### src/hw/rtl/aaa_pkg.sv
// Shared types, constants and codes of the analog axis accumulator.
package aaa_pkg;

    localparam int FRACTION_BITS = 16;
    localparam int DATA_W        = 32;
    localparam int TS_W          = 16;
    localparam int CFG_IDX_W     = 3;
    localparam int PROD_W        = 2 * DATA_W;

    localparam logic [DATA_W-1:0] ONE_Q       = DATA_W'(1) << FRACTION_BITS;
    localparam logic [DATA_W-1:0] MINUS_ONE_Q = DATA_W'(0) - ONE_Q;

    // Configuration register indexes.
    localparam logic [CFG_IDX_W-1:0] CFG_ALLOW_EMULATION = CFG_IDX_W'(0);
    localparam logic [CFG_IDX_W-1:0] CFG_ABSOLUTE_MODE   = CFG_IDX_W'(1);
    localparam logic [CFG_IDX_W-1:0] CFG_DECREASE_SPEED  = CFG_IDX_W'(2);
    localparam logic [CFG_IDX_W-1:0] CFG_INCREASE_SPEED  = CFG_IDX_W'(3);
    localparam logic [CFG_IDX_W-1:0] CFG_MINIMUM_VALUE   = CFG_IDX_W'(4);
    localparam logic [CFG_IDX_W-1:0] CFG_MAXIMUM_VALUE   = CFG_IDX_W'(5);
    localparam logic [CFG_IDX_W-1:0] CFG_SENSITIVITY     = CFG_IDX_W'(6);

    // Binding kinds.
    localparam logic [1:0] KIND_NATIVE  = 2'd0;
    localparam logic [1:0] KIND_BUTTONS = 2'd1;

    typedef enum logic [1:0] {
        ERR_OK        = 2'd0,
        ERR_ABS_MULTI = 2'd1,
        ERR_NO_EMU    = 2'd2,
        ERR_BAD_KIND  = 2'd3
    } err_t;

    typedef enum logic [3:0] {
        ST_IDLE,
        ST_DECODE,
        ST_SNAP,
        ST_MUL_TS,
        ST_MUL_GAIN,
        ST_MUL_NATIVE,
        ST_APPLY,
        ST_CLAMP_HI,
        ST_CLAMP_LO,
        ST_WRITE
    } state_t;

    typedef enum logic [1:0] {
        MUL_SPEED_TS,
        MUL_STEP_SENS,
        MUL_DELTA_SENS
    } mul_sel_t;

    typedef struct packed {
        logic [1:0]               binding_kind;
        logic                     decrease_pressed;
        logic                     increase_pressed;
        logic [TS_W-1:0]          time_step;
        logic signed [DATA_W-1:0] axis_absolute;
        logic signed [DATA_W-1:0] axis_delta;
        logic                     frame_start;
        logic                     frame_end;
    } in_t;

    typedef struct packed {
        logic                     binding_active;
        logic signed [DATA_W-1:0] axis_value;
        logic signed [DATA_W-1:0] frame_change;
        logic                     frame_idle;
        logic [1:0]               error_code;
        logic                     frame_done;
    } out_t;

    typedef struct packed {
        logic                     allow_emulation;
        logic                     absolute_mode;
        logic [DATA_W-1:0]        decrease_speed;
        logic [DATA_W-1:0]        increase_speed;
        logic signed [DATA_W-1:0] minimum_value;
        logic signed [DATA_W-1:0] maximum_value;
        logic [DATA_W-1:0]        sensitivity;
    } cfg_t;

endpackage

### src/hw/rtl/aaa_mul.sv
// Shared unsigned multiplier with a registered product.
module aaa_mul (
    input  logic                              clk,
    input  logic [aaa_pkg::DATA_W-1:0]        a,
    input  logic [aaa_pkg::DATA_W-1:0]        b,
    output logic [aaa_pkg::PROD_W-1:0]        prod
);

    logic [aaa_pkg::PROD_W-1:0] prod_reg;
    logic [aaa_pkg::PROD_W-1:0] prod_next;

    assign prod_next = aaa_pkg::PROD_W'(a) * aaa_pkg::PROD_W'(b);

    always_ff @(posedge clk)
    begin
        prod_reg <= prod_next;
    end

    assign prod = prod_reg;

endmodule

### src/hw/rtl/aaa_core.sv
// Sequencer and datapath of the axis accumulator around the shared multiplier.
module aaa_core (
    input  logic          clk,
    input  logic          rst_n,
    input  logic          start,
    input  aaa_pkg::in_t  item,
    input  aaa_pkg::cfg_t cfg,
    output logic          busy,
    output logic          res_valid,
    input  logic          res_take,
    output aaa_pkg::out_t res
);

    localparam int W   = aaa_pkg::DATA_W;
    localparam int FB  = aaa_pkg::FRACTION_BITS;
    localparam int TSW = aaa_pkg::TS_W;
    localparam logic [W-1:0] SAT_MAX = {1'b0, {(W-1){1'b1}}};
    localparam logic [W-1:0] SAT_MIN = {1'b1, {(W-1){1'b0}}};

    function automatic logic [W-1:0] sat_w(input logic [W:0] v);
        logic [W-1:0] r;
        begin
            if (v[W] != v[W-1])
            begin
                r = v[W] ? SAT_MIN : SAT_MAX;
            end
            else
            begin
                r = v[W-1:0];
            end
            return r;
        end
    endfunction

    aaa_pkg::state_t   state_reg, state_next;
    aaa_pkg::in_t      item_reg;
    logic [W-1:0]      acc_reg;
    logic [W-1:0]      delta_reg;
    logic              failed_reg;
    logic [W-1:0]      old_reg;
    logic [W-1:0]      target_reg;
    logic              phase_inc_reg;
    logic              ok_reg;
    aaa_pkg::err_t     err_reg;

    aaa_pkg::mul_sel_t mul_sel;
    logic [W-1:0]      mul_a, mul_b;
    logic [aaa_pkg::PROD_W-1:0] prod;

    logic              is_native, is_buttons, any_button;
    aaa_pkg::err_t     dec_err;
    aaa_pkg::state_t   fin_state;
    logic [W:0]        mid_sum;
    logic [W-1:0]      snap_target;
    logic [W-1:0]      delta_mag;
    logic              step_big, step_neg;
    logic [W-1:0]      step_low, step;
    logic              frame_end;

    assign frame_end  = item_reg.frame_end;
    assign is_native  = item_reg.binding_kind == aaa_pkg::KIND_NATIVE;
    assign is_buttons = item_reg.binding_kind == aaa_pkg::KIND_BUTTONS;
    assign any_button = item_reg.decrease_pressed | item_reg.increase_pressed;
    assign fin_state  = frame_end ? aaa_pkg::ST_CLAMP_HI : aaa_pkg::ST_WRITE;

    // Error classification of the latched binding.
    always_comb
    begin
        if (cfg.absolute_mode && (!item_reg.frame_start || !item_reg.frame_end))
        begin
            dec_err = aaa_pkg::ERR_ABS_MULTI;
        end
        else if (is_buttons && cfg.allow_emulation)
        begin
            dec_err = aaa_pkg::ERR_OK;
        end
        else if (is_buttons)
        begin
            dec_err = aaa_pkg::ERR_NO_EMU;
        end
        else if (!is_native)
        begin
            dec_err = aaa_pkg::ERR_BAD_KIND;
        end
        else
        begin
            dec_err = aaa_pkg::ERR_OK;
        end
    end

    // Snap target in absolute mode; the midpoint rounds toward minus infinity.
    assign mid_sum = {cfg.minimum_value[W-1], cfg.minimum_value}
                   + {cfg.maximum_value[W-1], cfg.maximum_value};

    always_comb
    begin
        if (is_native)
        begin
            snap_target = item_reg.axis_absolute;
        end
        else if (item_reg.decrease_pressed && item_reg.increase_pressed)
        begin
            if (cfg.decrease_speed > cfg.increase_speed)
            begin
                snap_target = cfg.minimum_value;
            end
            else if (cfg.decrease_speed < cfg.increase_speed)
            begin
                snap_target = cfg.maximum_value;
            end
            else
            begin
                snap_target = mid_sum[W:1];
            end
        end
        else if (item_reg.decrease_pressed)
        begin
            snap_target = cfg.minimum_value;
        end
        else
        begin
            snap_target = cfg.maximum_value;
        end
    end

    // Shared multiplier operand selection.
    assign delta_mag = item_reg.axis_delta[W-1] ? (W'(0) - item_reg.axis_delta)
                                                : item_reg.axis_delta;

    always_comb
    begin
        case (mul_sel)
            aaa_pkg::MUL_SPEED_TS:
            begin
                mul_a = phase_inc_reg ? cfg.increase_speed : cfg.decrease_speed;
                mul_b = {{(W-TSW){1'b0}}, item_reg.time_step};
            end
            aaa_pkg::MUL_STEP_SENS:
            begin
                mul_a = prod[W+TSW-1:TSW];
                mul_b = cfg.sensitivity;
            end
            aaa_pkg::MUL_DELTA_SENS:
            begin
                mul_a = delta_mag;
                mul_b = cfg.sensitivity;
            end
            default:
            begin
                mul_a = delta_mag;
                mul_b = cfg.sensitivity;
            end
        endcase
    end

    aaa_mul u_mul (
        .clk  (clk),
        .a    (mul_a),
        .b    (mul_b),
        .prod (prod)
    );

    // Scaled product to a signed step, saturated to the 32-bit range.
    assign step_big = |prod[aaa_pkg::PROD_W-1:FB+W-1];
    assign step_low = {1'b0, prod[FB+W-2:FB]};
    assign step_neg = is_native ? item_reg.axis_delta[W-1] : !phase_inc_reg;

    always_comb
    begin
        if (step_neg)
        begin
            step = step_big ? SAT_MIN : (W'(0) - step_low);
        end
        else
        begin
            step = step_big ? SAT_MAX : step_low;
        end
    end

    // Next state.
    always_comb
    begin
        state_next = state_reg;
        case (state_reg)
            aaa_pkg::ST_IDLE:
            begin
                if (start)
                begin
                    state_next = aaa_pkg::ST_DECODE;
                end
            end
            aaa_pkg::ST_DECODE:
            begin
                if (failed_reg || dec_err != aaa_pkg::ERR_OK)
                begin
                    state_next = aaa_pkg::ST_WRITE;
                end
                else if (cfg.absolute_mode)
                begin
                    state_next = (is_native || any_button) ? aaa_pkg::ST_SNAP : fin_state;
                end
                else if (is_native)
                begin
                    state_next = aaa_pkg::ST_MUL_NATIVE;
                end
                else
                begin
                    state_next = any_button ? aaa_pkg::ST_MUL_TS : fin_state;
                end
            end
            aaa_pkg::ST_SNAP:
            begin
                state_next = fin_state;
            end
            aaa_pkg::ST_MUL_TS:
            begin
                state_next = aaa_pkg::ST_MUL_GAIN;
            end
            aaa_pkg::ST_MUL_GAIN:
            begin
                state_next = aaa_pkg::ST_APPLY;
            end
            aaa_pkg::ST_MUL_NATIVE:
            begin
                state_next = aaa_pkg::ST_APPLY;
            end
            aaa_pkg::ST_APPLY:
            begin
                if (!is_native && !phase_inc_reg && item_reg.increase_pressed)
                begin
                    state_next = aaa_pkg::ST_MUL_TS;
                end
                else
                begin
                    state_next = fin_state;
                end
            end
            aaa_pkg::ST_CLAMP_HI:
            begin
                state_next = aaa_pkg::ST_CLAMP_LO;
            end
            aaa_pkg::ST_CLAMP_LO:
            begin
                state_next = aaa_pkg::ST_WRITE;
            end
            aaa_pkg::ST_WRITE:
            begin
                if (res_take)
                begin
                    state_next = aaa_pkg::ST_IDLE;
                end
            end
            default:
            begin
                state_next = aaa_pkg::ST_IDLE;
            end
        endcase
    end

    // Sequencer outputs.
    always_comb
    begin
        busy      = state_reg != aaa_pkg::ST_IDLE;
        res_valid = 1'b0;
        mul_sel   = aaa_pkg::MUL_DELTA_SENS;
        case (state_reg)
            aaa_pkg::ST_MUL_TS:   mul_sel   = aaa_pkg::MUL_SPEED_TS;
            aaa_pkg::ST_MUL_GAIN: mul_sel   = aaa_pkg::MUL_STEP_SENS;
            aaa_pkg::ST_WRITE:    res_valid = 1'b1;
            default:              mul_sel   = aaa_pkg::MUL_DELTA_SENS;
        endcase
    end

    always_ff @(posedge clk or negedge rst_n)
    begin
        if (!rst_n)
        begin
            state_reg  <= aaa_pkg::ST_IDLE;
            acc_reg    <= '0;
            delta_reg  <= '0;
            failed_reg <= 1'b0;
        end
        else
        begin
            state_reg <= state_next;
            case (state_reg)
                aaa_pkg::ST_IDLE:
                begin
                    if (start && item.frame_start)
                    begin
                        delta_reg  <= '0;
                        failed_reg <= 1'b0;
                    end
                end
                aaa_pkg::ST_DECODE:
                begin
                    if (!failed_reg && dec_err != aaa_pkg::ERR_OK)
                    begin
                        failed_reg <= 1'b1;
                    end
                end
                aaa_pkg::ST_SNAP:
                begin
                    delta_reg <= sat_w({target_reg[W-1], target_reg} - {acc_reg[W-1], acc_reg});
                    acc_reg   <= target_reg;
                end
                aaa_pkg::ST_APPLY:
                begin
                    delta_reg <= step;
                    acc_reg   <= sat_w({acc_reg[W-1], acc_reg} + {step[W-1], step});
                end
                aaa_pkg::ST_CLAMP_HI:
                begin
                    if ($signed(acc_reg) > $signed(cfg.maximum_value))
                    begin
                        acc_reg <= cfg.maximum_value;
                    end
                end
                aaa_pkg::ST_CLAMP_LO:
                begin
                    if ($signed(acc_reg) < $signed(cfg.minimum_value))
                    begin
                        acc_reg <= cfg.minimum_value;
                    end
                end
                default:
                begin
                end
            endcase
        end
    end

    // Per-item working registers.
    always_ff @(posedge clk)
    begin
        if (state_reg == aaa_pkg::ST_IDLE && start)
        begin
            item_reg <= item;
        end
        if (state_reg == aaa_pkg::ST_DECODE)
        begin
            old_reg       <= delta_reg;
            target_reg    <= snap_target;
            phase_inc_reg <= !item_reg.decrease_pressed;
            ok_reg        <= !failed_reg && dec_err == aaa_pkg::ERR_OK;
            err_reg       <= failed_reg ? aaa_pkg::ERR_OK : dec_err;
        end
        else if (state_reg == aaa_pkg::ST_APPLY)
        begin
            phase_inc_reg <= 1'b1;
        end
    end

    always_comb
    begin
        res.binding_active = ok_reg && (old_reg != delta_reg);
        res.axis_value     = acc_reg;
        res.frame_change   = delta_reg;
        res.frame_idle     = ok_reg && frame_end && (delta_reg == '0);
        res.error_code     = err_reg;
        res.frame_done     = frame_end;
    end

endmodule

### src/hw/rtl/analog_axis_accumulator.sv
// Analog axis accumulator top level: configuration registers, output register, core.
//
// Usage: each input transaction on in_valid/in_stall/in_data carries one binding of a
// frame; every input transaction yields exactly one output transaction on
// out_valid/out_stall/out_data, in order. Configuration registers are written through
// cfg_write/cfg_index/cfg_data while no transaction is in flight; indexes beyond the
// register list are ignored.
// Sequencing: the core accepts no further binding until it has handed the current result
// to the output register. A rejected binding goes from decode straight to the write step;
// a snap in absolute mode takes the snap step, a native delta one multiplier pass and an
// apply step, each emulated button two passes and an apply step, and the two clamp steps
// are added at frame end. All passes use the single shared 32x32 multiplier. The result
// is loaded into the output register as the core leaves the write step.
// Reset clears the axis value, the frame delta and the frame failure flag, and loads
// the configuration defaults (emulation allowed, relative mode, speeds and sensitivity
// 1.0, limits -1.0 and 1.0). While out_stall is high the result is held; one more
// input transaction may still be accepted and is held in the core until the output
// register frees.
module analog_axis_accumulator (
    input  logic                               clk,
    input  logic                               rst_n,
    input  logic                               in_valid,
    output logic                               in_stall,
    input  aaa_pkg::in_t                       in_data,
    output logic                               out_valid,
    input  logic                               out_stall,
    output aaa_pkg::out_t                      out_data,
    input  logic                               cfg_write,
    input  logic [aaa_pkg::CFG_IDX_W-1:0]      cfg_index,
    input  logic [aaa_pkg::DATA_W-1:0]         cfg_data
);

    aaa_pkg::cfg_t cfg_reg;
    logic          out_valid_reg, out_valid_next;
    aaa_pkg::out_t out_data_reg;
    logic          core_busy;
    logic          res_valid, res_take;
    aaa_pkg::out_t res;
    logic          start;

    assign start    = in_valid && !core_busy;
    assign in_stall = core_busy;

    always_ff @(posedge clk or negedge rst_n)
    begin
        if (!rst_n)
        begin
            cfg_reg.allow_emulation <= 1'b1;
            cfg_reg.absolute_mode   <= 1'b0;
            cfg_reg.decrease_speed  <= aaa_pkg::ONE_Q;
            cfg_reg.increase_speed  <= aaa_pkg::ONE_Q;
            cfg_reg.minimum_value   <= aaa_pkg::MINUS_ONE_Q;
            cfg_reg.maximum_value   <= aaa_pkg::ONE_Q;
            cfg_reg.sensitivity     <= aaa_pkg::ONE_Q;
        end
        else if (cfg_write)
        begin
            case (cfg_index)
                aaa_pkg::CFG_ALLOW_EMULATION: cfg_reg.allow_emulation <= cfg_data[0];
                aaa_pkg::CFG_ABSOLUTE_MODE:   cfg_reg.absolute_mode   <= cfg_data[0];
                aaa_pkg::CFG_DECREASE_SPEED:  cfg_reg.decrease_speed  <= cfg_data;
                aaa_pkg::CFG_INCREASE_SPEED:  cfg_reg.increase_speed  <= cfg_data;
                aaa_pkg::CFG_MINIMUM_VALUE:   cfg_reg.minimum_value   <= cfg_data;
                aaa_pkg::CFG_MAXIMUM_VALUE:   cfg_reg.maximum_value   <= cfg_data;
                aaa_pkg::CFG_SENSITIVITY:     cfg_reg.sensitivity     <= cfg_data;
                default:
                begin
                end
            endcase
        end
    end

    aaa_core u_core (
        .clk       (clk),
        .rst_n     (rst_n),
        .start     (start),
        .item      (in_data),
        .cfg       (cfg_reg),
        .busy      (core_busy),
        .res_valid (res_valid),
        .res_take  (res_take),
        .res       (res)
    );

    // The output register is reloaded once the previous result has been taken.
    assign res_take = res_valid && (!out_valid_reg || !out_stall);

    always_comb
    begin
        if (res_take)
        begin
            out_valid_next = 1'b1;
        end
        else if (!out_stall)
        begin
            out_valid_next = 1'b0;
        end
        else
        begin
            out_valid_next = out_valid_reg;
        end
    end

    always_ff @(posedge clk or negedge rst_n)
    begin
        if (!rst_n)
        begin
            out_valid_reg <= 1'b0;
        end
        else
        begin
            out_valid_reg <= out_valid_next;
        end
    end

    always_ff @(posedge clk)
    begin
        if (res_take)
        begin
            out_data_reg <= res;
        end
    end

    assign out_valid = out_valid_reg;
    assign out_data  = out_data_reg;

    // An accepted binding keeps the sequencer busy for at least the next cycle.
    a_busy_after_accept: assert property (@(posedge clk) disable iff (!rst_n)
        (in_valid && !in_stall) |=> in_stall)
        else $error("input accepted twice in a row");

    // A rejected binding neither moves the frame nor reports it idle.
    a_error_quiet: assert property (@(posedge clk) disable iff (!rst_n)
        (out_valid && out_data.error_code != aaa_pkg::ERR_OK)
            |-> (!out_data.binding_active && !out_data.frame_idle))
        else $error("error result reports activity");

    // An idle frame is only reported on the frame's last binding with a zero delta.
    a_idle_frame: assert property (@(posedge clk) disable iff (!rst_n)
        (out_valid && out_data.frame_idle)
            |-> (out_data.frame_done && out_data.frame_change == '0))
        else $error("idle reported without frame end or with nonzero delta");

endmodule
### config.mk
export PLATFORM = sky130hd
export DESIGN_NAME = analog_axis_accumulator
export DESIGN_NICKNAME = d
export VERILOG_FILES = /design/src/hw/rtl/aaa_pkg.sv /design/src/hw/rtl/aaa_mul.sv /design/src/hw/rtl/aaa_core.sv /design/src/hw/rtl/analog_axis_accumulator.sv
export SDC_FILE = /design/constraint.sdc
export NUM_CORES = 2
export LEC_CHECK = 0
export BUFFER_PORTS_ARGS = -buffer_cell sky130_fd_sc_hd__buf_2
export CAP_MARGIN = 10
export CELL_PAD_IN_SITES_DETAIL_PLACEMENT = 0
export CELL_PAD_IN_SITES_GLOBAL_PLACEMENT = 1
export CORE_ASPECT_RATIO = 0.8
export CORE_MARGIN = 1
export CORE_UTILIZATION = 47
export DETAILED_ROUTE_END_ITERATION = 7
export GPL_TIMING_DRIVEN = 0
export PLACE_DENSITY = 0.79
export SLEW_MARGIN = 20
export SYNTH_ARGS = -nofsm -noshare
export SYNTH_HDL_FRONTEND = slang
export SYNTH_HIERARCHICAL = 1
export SYNTH_SLANG_ARGS = --single-unit
### constraint.sdc
create_clock -name clk -period 9.9 [get_ports clk]
set_input_delay 1.98 -clock clk [delete_from_list [all_inputs] [get_ports clk]]
set_output_delay 1.98 -clock clk [all_outputs]
set_load 0.03 [all_outputs]
==> impl_metrics.env <==
export IMPL_report_final_slew_viol_count=0
export IMPL_antenna_found_initial=27
export IMPL_gr_usage_all_layers=0.374
export IMPL_syn_area_per_cell_sq_um=9.72
export IMPL_worstMarginPinSlew_ns=1.32
export IMPL_wl_met2_mm=96.2
export IMPL_r2r_start="u_core/item_reg[3]"
export IMPL_rows=119
export IMPL_drtAntennaViolNets=0
export IMPL_cap_viol_max_count=0
export IMPL_fin_util=0.535
export IMPL_routed_wl_mm=253
export IMPL_cp_depth=37
export IMPL_die_y_microns=329
export IMPL_period_share=1.09
export IMPL_reg2regPathDepth=37
export IMPL_wl_met3_mm=40.5
export IMPL_core_sq_um=132000
export IMPL_cpMostUsedCell="fa_1"
export IMPL_grt_overflow=0
export IMPL_port_buffers=195
export IMPL_synth_cells=6451
export IMPL_rsz0062_at_grt="true"
export IMPL_grt_max_degree=85
export IMPL_dr_pass1_iters=8
export IMPL_worst_slack_ns=-0.846
export IMPL_io_pins=197
export IMPL_clkTransAtPathRegs_ns=0.07
export IMPL_syn_to_final_growth_pct=12.7
export IMPL_post_drt_wl_per_cell_microns=29.4
export IMPL_clock_latency_ns=0.66
export IMPL_worst_path_dominant_cell_family="adder cells"
export IMPL_via_per_inst=6.10
export IMPL_syn_cell_area_sq_um=62700
export IMPL_cts_root_buf="clkbuf_16"
export IMPL_finClkSkew_ns=0.0741
export IMPL_cp_num_buf_inv=9
export IMPL_vias=52600
export IMPL_status="finished with violations"
export IMPL_cts_made_buffers=49
export IMPL_highest_layer="met5"
export IMPL_critical_path_class="reg -> reg"
export IMPL_largest_reg_flops=162
export IMPL_end_kind="flop"
export IMPL_fin_setup_tns_ns=-17.07
export IMPL_nets=8293
export IMPL_fillCellCount=12000
export IMPL_max_slew_margin=0.123
export IMPL_place_congestion=1.07
export IMPL_grt_pass1_wl_mm=360
export IMPL_drc_errors=34
export IMPL_cts_sinks=503
export IMPL_cp_startpoint="u_core/item_reg[3]"
export IMPL_worst_ep_arrival_time_ns=11.26
export IMPL_cts_path_max_buffers=3
export IMPL_slowest_stage="or4_4"
export IMPL_hold_viol=0
export IMPL_dp_hpwl_mm=207
export IMPL_htreeDepth=2
export IMPL_place_ws_ns=-2.19
export IMPL_crit_reg2reg_capture="u_core/u_mul/prod[60]"
export IMPL_yosysWarnings=6
export IMPL_cts_tree="yes"
export IMPL_synthesis_nets=7933
export IMPL_cp_max_fo=7
export IMPL_die_x_microns=410
export IMPL_slowest_delay_ns=0.58
export IMPL_fmax_mhz=93.1
export IMPL_hold_slack_ns=0.423
export IMPL_hold_path_class="reg -> reg"
export IMPL_dr_first_iter_drc_count=6878
export IMPL_start_util=0.475
export IMPL_required_ns=10.41
export IMPL_min_period_ns=10.75
export IMPL_crit_path_end="u_core/u_mul/prod[60]"
export IMPL_drive_gt1_frac=0.142
export IMPL_dieArea_sq_um=135000
export IMPL_reg2reg_slack_ns=-0.85
export IMPL_register_area_sq_um=13500
export IMPL_final_setup_viol_count=34
export IMPL_violations="DRC, setup timing"
export IMPL_met1Wirelength_mm=109
export IMPL_critPathLaunchType="flop"
export IMPL_multi_input_area_sq_um=45300
export IMPL_grt_pass1_vias=51000
export IMPL_final_common_cell="inv_1"
export IMPL_mostFrequentLayoutCells="inv_1, fa_1, nand2_1, and2_1, ha_1"
-- worst min-delay path by stage --
stage,startpoint,endpoint,slack [ns],depth (start not counted)
floorplan,u_core/err_reg[0],out_data[1],0.40,0
global placement,u_core/err_reg[0],out_data[1],0.41,0
detailed placement,u_core/err_reg[1],out_data[2],0.41,0
CTS,u_core/err_reg[0],out_data[1],0.43,0
global route,u_core/err_reg[0],out_data[1],0.46,0
finish,u_core/err_reg[0],out_data[1],0.42,0
-- layout make-up --
class                   instances  area share
multi-input cells            4563       0.640
inverters                    1033      0.0549
flip-flops and latches        503       0.191
diodes                         16    0.000566
well taps                    1754      0.0310
clock buffers                  62      0.0189
repair buffers                323      0.0316
plain buffers                 338      0.0270
clock inverters                30     0.00496
-- layer usage --
| metal | global-route usage | up-vias |
|---|---|---|
| met1 | 0.566 | 26800 |
| li1 | - | 21800 |
| met4 | 0.0949 | 8 |
| met3 | 0.157 | 450 |
| met5 | 0 | - |
| met2 | 0.480 | 3464 |
-- metrics by stage --
| step | std cells | cell area [sq um] |
|---|---|---|
| 5_1_grt | 8607 | 70700 |
| 4_1_cts | 8573 | 69800 |
| 2_1_floorplan | 6451 | 62700 |
| 6_report | 8622 | 70700 |
| 3_3_place_gp | 8400 | 65900 |
| 3_5_place_dp | 8422 | 66300 |
-- timing repair --
action	in CTS	in global routing
pin swaps	57	73
hold buffers	0	0
buffers inserted	69	38
gates resized for setup	299	198
endpoints found under the setup margin	42	38
cloned	1	0
Power is not shown: default switching activity piles up to over one toggle a cycle in this logic, so the estimate is an artifact.
